<file path="config.mk">
export PLATFORM = sky130hd
export DESIGN_NAME = rolling_dual_key_byte_decryptor_unit
export DESIGN_NICKNAME = d
export VERILOG_FILES = /design/src/rtl/core/rdkb_pkg.sv /design/src/rtl/core/rolling_dual_key_byte_decryptor_unit.sv /design/src/rtl/core/rdkb_regs.sv /design/src/rtl/core/rdkb_keystream.sv /design/src/rtl/core/rdkb_byte_path.sv
export SDC_FILE = /design/constraint.sdc
export NUM_CORES = 1
export LEC_CHECK = 0
export ABC_AREA = 1
export BUFFER_PORTS_ARGS = -buffer_cell sky130_fd_sc_hd__clkbuf_2
export CAP_MARGIN = 20
export CORE_UTILIZATION = 52
export DETAILED_ROUTE_END_ITERATION = 10
export PLACE_DENSITY = 0.7
export SYNTH_ARGS = -nofsm -noshare
export SYNTH_HDL_FRONTEND = slang
export SYNTH_HIERARCHICAL = 1
export SYNTH_SLANG_ARGS = --single-unit
</file>
<file path="constraint.sdc">
create_clock -name clk -period 10 [get_ports clk]
set_input_delay 2 -clock clk [delete_from_list [all_inputs] [get_ports clk]]
set_output_delay 2 -clock clk [all_outputs]
set_load 0.1 [all_outputs]
</file>
<file path="src/rtl/core/rdkb_pkg.sv">
// Shared types and constants for the rolling dual-key byte decryptor.
// Used by every module under rtl/core; depends on nothing.
package rdkb_pkg;

  localparam int unsigned KeyNumW   = 7;
  localparam int unsigned PosW      = 4;
  localparam int unsigned ByteW     = 8;
  localparam int unsigned KeyW      = 128;
  localparam int unsigned CmdW      = 2;
  localparam int unsigned CfgDataW  = 64;
  localparam int unsigned CfgAddrW  = 6;
  localparam int unsigned CfgIdxW   = 3;

  localparam logic [PosW-1:0] PosAStart = 4'd0;
  localparam logic [PosW-1:0] PosBStart = 4'd8;

  typedef enum logic [CmdW-1:0] {
    CMD_DECRYPT = 2'd0,
    CMD_SKIP    = 2'd1,
    CMD_RESTART = 2'd2
  } cmd_t;

  typedef enum logic [CfgIdxW-1:0] {
    REG_KEY_A_LOW  = 3'd0,
    REG_KEY_A_HIGH = 3'd1,
    REG_KEY_B_LOW  = 3'd2,
    REG_KEY_B_HIGH = 3'd3,
    REG_START_KEY  = 3'd4
  } reg_idx_t;

  typedef struct packed {
    logic [KeyNumW-1:0] key_number;
    logic [PosW-1:0]    position_a;
    logic [PosW-1:0]    position_b;
    logic               nibble_swap;
  } ks_state_t;

  typedef struct packed {
    logic [KeyW-1:0]    key_a;
    logic [KeyW-1:0]    key_b;
    logic [KeyNumW-1:0] start_key_number;
  } cfg_t;

endpackage

</file>
<file path="src/rtl/core/rolling_dual_key_byte_decryptor_unit.sv">
// Rolling dual-key byte decryptor, top level.
// Usage: load keys A and B and the start key number over APB (8-byte
//   registers at 0x00 key A low, 0x08 key A high, 0x10 key B low,
//   0x18 key B high, 0x20 start key number), then send a restart command.
// Input stream: tuser carries the command (decrypt, skip, restart) and
//   tdata the cipher byte. Output stream: tdata carries the plain byte,
//   one transfer per decrypt command, none for skip or restart.
// Output: a plain byte enters the output register at its input transfer.
//   Throughput: one byte per cycle while the output is taken; the keystream
//   update is a single register stage fed by position and key-number logic.
// Stall: the single output register holds a byte until taken; the input
//   stays ready while that register is empty or drains in the same cycle.
// Reset: synchronous rst clears the keys and start key number, and sets
//   key number 0, position A 0, position B 8, swap flag clear, output empty.
// Depends on rdkb_pkg, rdkb_regs, rdkb_keystream, rdkb_byte_path.
module rolling_dual_key_byte_decryptor_unit (
  input  logic                            clk,
  input  logic                            rst,
  input  logic                            s_axis_tvalid,
  output logic                            s_axis_tready,
  input  logic [7:0]                      s_axis_tdata,  // [7:0] cipher_byte
  input  logic [rdkb_pkg::CmdW-1:0]       s_axis_tuser,  // [1:0] command
  output logic                            m_axis_tvalid,
  input  logic                            m_axis_tready,
  output logic [7:0]                      m_axis_tdata,  // [7:0] plain_byte
  input  logic                            psel,
  input  logic                            penable,
  input  logic                            pwrite,
  input  logic [rdkb_pkg::CfgAddrW-1:0]   paddr,
  input  logic [rdkb_pkg::CfgDataW-1:0]   pwdata,
  output logic [rdkb_pkg::CfgDataW-1:0]   prdata,
  output logic                            pready
);
  import rdkb_pkg::*;

  cfg_t      cfg;
  ks_state_t state;
  logic      accept;

  assign accept = s_axis_tvalid & s_axis_tready;

  rdkb_regs u_regs (
    .clk     (clk),
    .rst     (rst),
    .psel    (psel),
    .penable (penable),
    .pwrite  (pwrite),
    .paddr   (paddr),
    .pwdata  (pwdata),
    .prdata  (prdata),
    .pready  (pready),
    .cfg     (cfg)
  );

  rdkb_keystream u_keystream (
    .clk              (clk),
    .rst              (rst),
    .accept           (accept),
    .command          (s_axis_tuser),
    .start_key_number (cfg.start_key_number),
    .state            (state)
  );

  rdkb_byte_path u_byte_path (
    .clk         (clk),
    .rst         (rst),
    .in_valid    (s_axis_tvalid),
    .in_ready    (s_axis_tready),
    .command     (s_axis_tuser),
    .cipher_byte (s_axis_tdata),
    .state       (state),
    .key_a       (cfg.key_a),
    .key_b       (cfg.key_b),
    .out_valid   (m_axis_tvalid),
    .out_ready   (m_axis_tready),
    .plain_byte  (m_axis_tdata)
  );

endmodule

</file>
<file path="src/rtl/core/rdkb_regs.sv">
// APB register file: keys A and B and the start key number.
// Depends on rdkb_pkg.
module rdkb_regs (
  input  logic                             clk,
  input  logic                             rst,
  input  logic                             psel,
  input  logic                             penable,
  input  logic                             pwrite,
  input  logic [rdkb_pkg::CfgAddrW-1:0]    paddr,
  input  logic [rdkb_pkg::CfgDataW-1:0]    pwdata,
  output logic [rdkb_pkg::CfgDataW-1:0]    prdata,
  output logic                             pready,
  output rdkb_pkg::cfg_t                   cfg
);
  import rdkb_pkg::*;

  logic [CfgDataW-1:0] key_a_low;
  logic [CfgDataW-1:0] key_a_high;
  logic [CfgDataW-1:0] key_b_low;
  logic [CfgDataW-1:0] key_b_high;
  logic [KeyNumW-1:0]  start_key_number;
  logic                wr_en;
  reg_idx_t            idx;

  assign pready = 1'b1;
  assign wr_en  = psel & penable & pwrite & pready;
  assign idx    = reg_idx_t'(paddr[CfgAddrW-1:CfgAddrW-CfgIdxW]);

  always_ff @(posedge clk) begin
    if (rst) begin
      key_a_low        <= '0;
      key_a_high       <= '0;
      key_b_low        <= '0;
      key_b_high       <= '0;
      start_key_number <= '0;
    end else if (wr_en) begin
      case (idx)
        REG_KEY_A_LOW:  key_a_low        <= pwdata;
        REG_KEY_A_HIGH: key_a_high       <= pwdata;
        REG_KEY_B_LOW:  key_b_low        <= pwdata;
        REG_KEY_B_HIGH: key_b_high       <= pwdata;
        REG_START_KEY:  start_key_number <= pwdata[KeyNumW-1:0];
        default: ;
      endcase
    end
  end

  always_comb begin
    case (idx)
      REG_KEY_A_LOW:  prdata = key_a_low;
      REG_KEY_A_HIGH: prdata = key_a_high;
      REG_KEY_B_LOW:  prdata = key_b_low;
      REG_KEY_B_HIGH: prdata = key_b_high;
      REG_START_KEY:  prdata = {{(CfgDataW-KeyNumW){1'b0}}, start_key_number};
      default:        prdata = '0;
    endcase
  end

  assign cfg.key_a            = {key_a_high, key_a_low};
  assign cfg.key_b            = {key_b_high, key_b_low};
  assign cfg.start_key_number = start_key_number;

endmodule

</file>
<file path="src/rtl/core/rdkb_keystream.sv">
// Keystream state: key number, key positions and swap flag, with the
// advance and restart rules. Depends on rdkb_pkg.
module rdkb_keystream (
  input  logic                            clk,
  input  logic                            rst,
  input  logic                            accept,
  input  logic [rdkb_pkg::CmdW-1:0]       command,
  input  logic [rdkb_pkg::KeyNumW-1:0]    start_key_number,
  output rdkb_pkg::ks_state_t             state
);
  import rdkb_pkg::*;

  // Octal digit folding, since 8 and 64 are 1 modulo 7.
  function automatic logic [2:0] mod7(input logic [KeyNumW-1:0] v);
    logic [3:0] s1;
    logic [3:0] s2;
    s1 = {3'b0, v[6]} + {1'b0, v[5:3]} + {1'b0, v[2:0]};
    s2 = {3'b0, s1[3]} + {1'b0, s1[2:0]};
    mod7 = (s2 >= 4'd7) ? 3'(s2 - 4'd7) : s2[2:0];
  endfunction

  // v mod 12 = 4 * ((v >> 2) mod 3) + (v mod 4).
  function automatic logic [3:0] mod12(input logic [KeyNumW-1:0] v);
    logic [4:0] q;
    logic [3:0] s1;
    logic [2:0] s2;
    logic [1:0] m3;
    q  = v[6:2];
    s1 = {1'b0, q[4:2]} + {2'b0, q[1:0]};
    s2 = {1'b0, s1[3:2]} + {1'b0, s1[1:0]};
    m3 = (s2 >= 3'd3) ? 2'(s2 - 3'd3) : s2[1:0];
    mod12 = {m3, v[1:0]};
  endfunction

  ks_state_t          adv;
  logic [KeyNumW-1:0] kn_next;
  logic [2:0]         kn_mod7;
  logic [3:0]         kn_mod12;

  always_comb begin
    kn_next  = state.key_number + KeyNumW'(2);
    kn_mod7  = mod7(kn_next);
    kn_mod12 = mod12(kn_next);
    adv      = state;
    adv.position_a = state.position_a + PosW'(1);
    adv.position_b = state.position_b + PosW'(1);
    if (state.position_a != 4'd15) begin
      if (state.position_b >= 4'd12) begin
        adv.position_b  = '0;
        adv.nibble_swap = ~state.nibble_swap;
      end
    end else if (state.position_b <= 4'd7) begin
      adv.position_a  = '0;
      adv.nibble_swap = ~state.nibble_swap;
    end else begin
      adv.key_number  = kn_next;
      adv.nibble_swap = ~state.nibble_swap;
      if (state.nibble_swap) begin
        adv.position_a = {1'b0, kn_mod7};
        adv.position_b = kn_mod12 + PosW'(2);
      end else begin
        adv.position_a = kn_mod12 + PosW'(3);
        adv.position_b = {1'b0, kn_mod7};
      end
    end
  end

  always_ff @(posedge clk) begin
    if (rst) begin
      state.key_number  <= '0;
      state.position_a  <= PosAStart;
      state.position_b  <= PosBStart;
      state.nibble_swap <= 1'b0;
    end else if (accept) begin
      case (cmd_t'(command))
        CMD_DECRYPT, CMD_SKIP: state <= adv;
        CMD_RESTART: begin
          state.key_number  <= start_key_number;
          state.position_a  <= PosAStart;
          state.position_b  <= PosBStart;
          state.nibble_swap <= 1'b0;
        end
        default: ;
      endcase
    end
  end

endmodule

</file>
<file path="src/rtl/core/rdkb_byte_path.sv">
// Byte datapath: key byte selection, XOR and nibble swap, and the output
// register with its handshake. Depends on rdkb_pkg.
module rdkb_byte_path (
  input  logic                          clk,
  input  logic                          rst,
  input  logic                          in_valid,
  output logic                          in_ready,
  input  logic [rdkb_pkg::CmdW-1:0]     command,
  input  logic [rdkb_pkg::ByteW-1:0]    cipher_byte,
  input  rdkb_pkg::ks_state_t           state,
  input  logic [rdkb_pkg::KeyW-1:0]     key_a,
  input  logic [rdkb_pkg::KeyW-1:0]     key_b,
  output logic                          out_valid,
  input  logic                          out_ready,
  output logic [rdkb_pkg::ByteW-1:0]    plain_byte
);
  import rdkb_pkg::*;

  logic [ByteW-1:0] key_a_byte;
  logic [ByteW-1:0] key_b_byte;
  logic [ByteW-1:0] mixed;
  logic [ByteW-1:0] swapped;
  logic [ByteW-1:0] plain_next;
  logic             load;

  assign in_ready   = ~out_valid | out_ready;
  assign load       = in_valid & in_ready & (cmd_t'(command) == CMD_DECRYPT);
  assign key_a_byte = key_a[{state.position_a, 3'b000} +: ByteW];
  assign key_b_byte = key_b[{state.position_b, 3'b000} +: ByteW];
  assign mixed      = cipher_byte ^ {1'b0, state.key_number} ^ key_b_byte;
  assign swapped    = state.nibble_swap ? {mixed[3:0], mixed[7:4]} : mixed;
  assign plain_next = swapped ^ key_a_byte;

  always_ff @(posedge clk) begin
    if (rst) begin
      out_valid <= 1'b0;
    end else if (load) begin
      out_valid <= 1'b1;
    end else if (out_ready) begin
      out_valid <= 1'b0;
    end
  end

  always_ff @(posedge clk) begin
    if (load) begin
      plain_byte <= plain_next;
    end
  end

endmodule

</file>
==> flow_metrics.env <==
export IMPL_clockPowerShare_pct=44.1
export IMPL_finalNetCount=3200
export IMPL_portBuffers=157
export IMPL_fin_hold_ws_ns=0.497
export IMPL_status="complete, no violations"
export IMPL_placedCellCount=3512
export IMPL_wirelength_um=60900
export IMPL_dieArea_um2=35600
export IMPL_coreArea_um2=34500
export IMPL_syn_area_um2=18100
export IMPL_fp_row_count=68
export IMPL_timing_fmax_ghz=0.144
export IMPL_worstSetupPathType="input pin to output port"
export IMPL_layout_drive_gt1_share_pct=9.37
export IMPL_hold_path_class="flop to flop"
export IMPL_muxShareOfSynthArea_pct=0.497
export IMPL_post_synth_top_count_cell="nand2_1"
export IMPL_grt_setup_unrepaired="no"
export IMPL_via_count=19300
export IMPL_seqPwrFrac_pct=41.8
export IMPL_clock_sinks=288
export IMPL_synth_seq_cells=288
export IMPL_place_congestion=0.941
export IMPL_drt_initial_drc_count=2119
export IMPL_fin_crit_sh_pct=69.6
export IMPL_area_growth_pct=9.11
export IMPL_postCtsSetupBuffers=0
export IMPL_die_w_um=189
export IMPL_cts_tree="built"
export IMPL_end_kind="output port"
export IMPL_grt_pass1_wl_um=94700
export IMPL_comb_power_share_pct=14.1
export IMPL_slew_headroom_pct=23.9
export IMPL_worst_pin_slew_ns=1.14
export IMPL_io_pins=162
export IMPL_clock_tree_buffer_depth=3
export IMPL_worstSkewPairLatency_ns=0.52
export IMPL_drc_errors=0
export IMPL_hold_viol=0
export IMPL_yosys_area_share_simple_pct=45.1
export IMPL_async_flop_share_pct=0
export IMPL_power_total_mw=2.86
export IMPL_htree_levels=2
export IMPL_p_sw_mw=0.815
export IMPL_cp_arrival_ns=4.96
export IMPL_cts_resized=0
export IMPL_clkTransAtPathRegs_ns=0.06
export IMPL_start_kind="input pin"
export IMPL_antenna_cells=0
export IMPL_crit_fanout=54
export IMPL_synthAdderAreaFrac_pct=1.48
export IMPL_setup_violations=0
export IMPL_leakagePower_nw=9.02
export IMPL_ys_top_cells_by_area="dfxtp_1, nand2_1, nor2_1"
export IMPL_syn_nets=3170
export IMPL_routedWlPerCell_um=17.1
export IMPL_synth_edf_count=8
export IMPL_ys_seq_area_share_pct=32.3
export IMPL_cp_required_ns=8.00
export IMPL_yosys_top_cells_count="nand2_1, nor2_1, nand3_1"
export IMPL_drt_vias_per_instance=5.41
export IMPL_yosysUniqueCellTypes=50
export IMPL_switching_share_pct=28.5
export IMPL_grt_max_degree=124
export IMPL_holdBufCountCts=0
export IMPL_clock_skew_ns=0.0123
export IMPL_synth_compound_area_share_pct=6.01
export IMPL_postRouteAntennaNets=0
export IMPL_synth_flop_cell="dfxtp_1"
export IMPL_tns_ns=0
export IMPL_ir_drop_mv=0.127
export IMPL_die_h_um=189
export IMPL_syn_avg_cell_area_um2=5.91
export IMPL_numCtsBuffers=35
export IMPL_track_usage_pct=33.6
export IMPL_synth_top_area_share_pct=30.9
export IMPL_fin_util_pct=57.4
export IMPL_synth_top_family_by_area="simple AND/OR/NAND/NOR gates"
export IMPL_antenna_found_initial=0
export IMPL_grt_ovfl_total=0
export IMPL_synth_xor_area_share_pct=0.718
export IMPL_first_pass_iters=8
export IMPL_grt_pass1_vias=17300
export IMPL_slew_violations=0
export IMPL_yosys_warnings=6
export IMPL_netlist_instances=3064
export IMPL_initial_utilization_pct=52.6
export IMPL_root_buffer="clkbuf_16"
export IMPL_internal_power_mw=2.05
export IMPL_final_cells=3571
export IMPL_cap_violations=0
export IMPL_p_per_area_nw_per_um2=145
export IMPL_synth_top_area_cell="dfxtp_1"
export IMPL_period_minus_slack_ns=6.96
export IMPL_dpl_hpwl_um=39100
## through the flow
stage                     area, um^2  setup slack [ns]
after global routing           19800              2.88
after global placement         18700              3.15
after detailed placement       18700              3.16
after floorplan                18100              4.50
after CTS                      19800              3.15
final                          19800              3.04
## cells in the final DEF (no fill, tap or decap), types with 4 or more instances in the layout
| cell type | Yosys | layout |
|---|---|---|
| nand2_1 | 882 | 882 |
| nor2_1 | 601 | 600 |
| nand3_1 | 410 | 410 |
| inv_1 | 384 | 383 |
| dfxtp_1 | 280 | 278 |
| clkbuf_2 | 0 | 157 |
| a21oi_1 | 107 | 107 |
| clkbuf_16 | 0 | 38 |
| o21ai_0 | 37 | 37 |
| o211ai_1 | 23 | 23 |
| buf_4 | 28 | 22 |
| nand3_2 | 21 | 21 |
| ha_1 | 15 | 15 |
| inv_2 | 14 | 13 |
| clkbuf_1 | 21 | 12 |
| o21ai_1 | 10 | 10 |
| nor2_4 | 6 | 10 |
| nand4_1 | 10 | 10 |
| mux2i_1 | 9 | 9 |
| xnor2_1 | 8 | 8 |
| edfxtp_1 | 8 | 8 |
| nand3b_1 | 5 | 5 |
| xor2_1 | 5 | 5 |
| clkinv_2 | 0 | 4 |
| a22oi_1 | 4 | 4 |
| a21oi_2 | 4 | 4 |
| fa_1 | 4 | 4 |
## worst max-delay path: stages
cell	delay [ns]
clkbuf_2	0.14
inv_2	0.31
nand2_1	0.16
nor2_4	0.74
buf_4	0.67
nand2_1	0.10
nand2_1	0.10
inv_1	0.05
nand2_1	0.13
clkbuf_2	0.48
## final cells by class
class | instances | area, um^2
Clock buffer | 53 | 1040
Clock inverter | 6 | 80.1
Sequential cell | 288 | 5850
Fill cell | 3554 | 14700
Timing Repair Buffer | 179 | 951
Multi-Input combinational cell | 2191 | 9780
Tap cell | 455 | 569
Inverter | 399 | 1510
## layer usage
layer  wire length, um  global-route usage (%)  share of wire (%)  vias to the layer above
met3              6200                    4.88                 10                      131
met5                 0                       0                  0                        -
met1             26300                    47.8                 43                     8715
met4              2140                    12.3                3.5                        0
met2             26300                    51.4                 43                     1042
li1                  -                       -                  -                     9445
## flip-flops by register name, indices dropped and copies added, names as in the netlist
name	flops
u_regs/key_a_high	64
u_regs/key_b_low	64
u_regs/start_key_number	7
u_keystream/state	16
u_byte_path/plain_byte	8
u_byte_path/out_valid	1
u_regs/key_b_high	64
u_regs/key_a_low	64
## path summary, 6_finish.rpt
path	from	depth (start not counted)	slack, ns	endpoint
max	paddr[5]	10	3.04	prdata[14]
min	u_regs/key_b_high[38]	2	0.50	u_regs/key_b_high[38]
max reg2reg	u_keystream/state[10]	22	5.68	u_keystream/state[8]
min reg2reg	u_regs/key_b_high[38]	2	0.50	u_regs/key_b_high[38]
## power by group through the flow
| stage | combinational (mW) | sequential, mW | clock (mW) |
|---|---|---|---|
| floorplan | 0.283 | 1.22 | 0 |
| global placement | 0.386 | 1.22 | 0 |
| detailed placement | 0.392 | 1.22 | 0 |
| CTS | 0.394 | 1.20 | 1.28 |
| global route | 0.438 | 1.20 | 1.32 |
| finish | 0.403 | 1.20 | 1.26 |
## logic make-up (layout without fill, tap and decap cells)
| kind of cell | count (synthesis) | in the layout |
|---|---|---|
| AO/OA/AOI/OAI | 195 | 195 |
| XOR/XNOR | 14 | 14 |
| adder cells (fa/ha/maj) | 19 | 19 |
| buffers and inverters | 585 | 637 |
| flip-flops | 288 | 288 |
| multiplexers | 9 | 9 |
| other | 1 | 1 |
| AND/OR/NAND/NOR | 1953 | 1953 |
(Power assumes the default switching activity.)
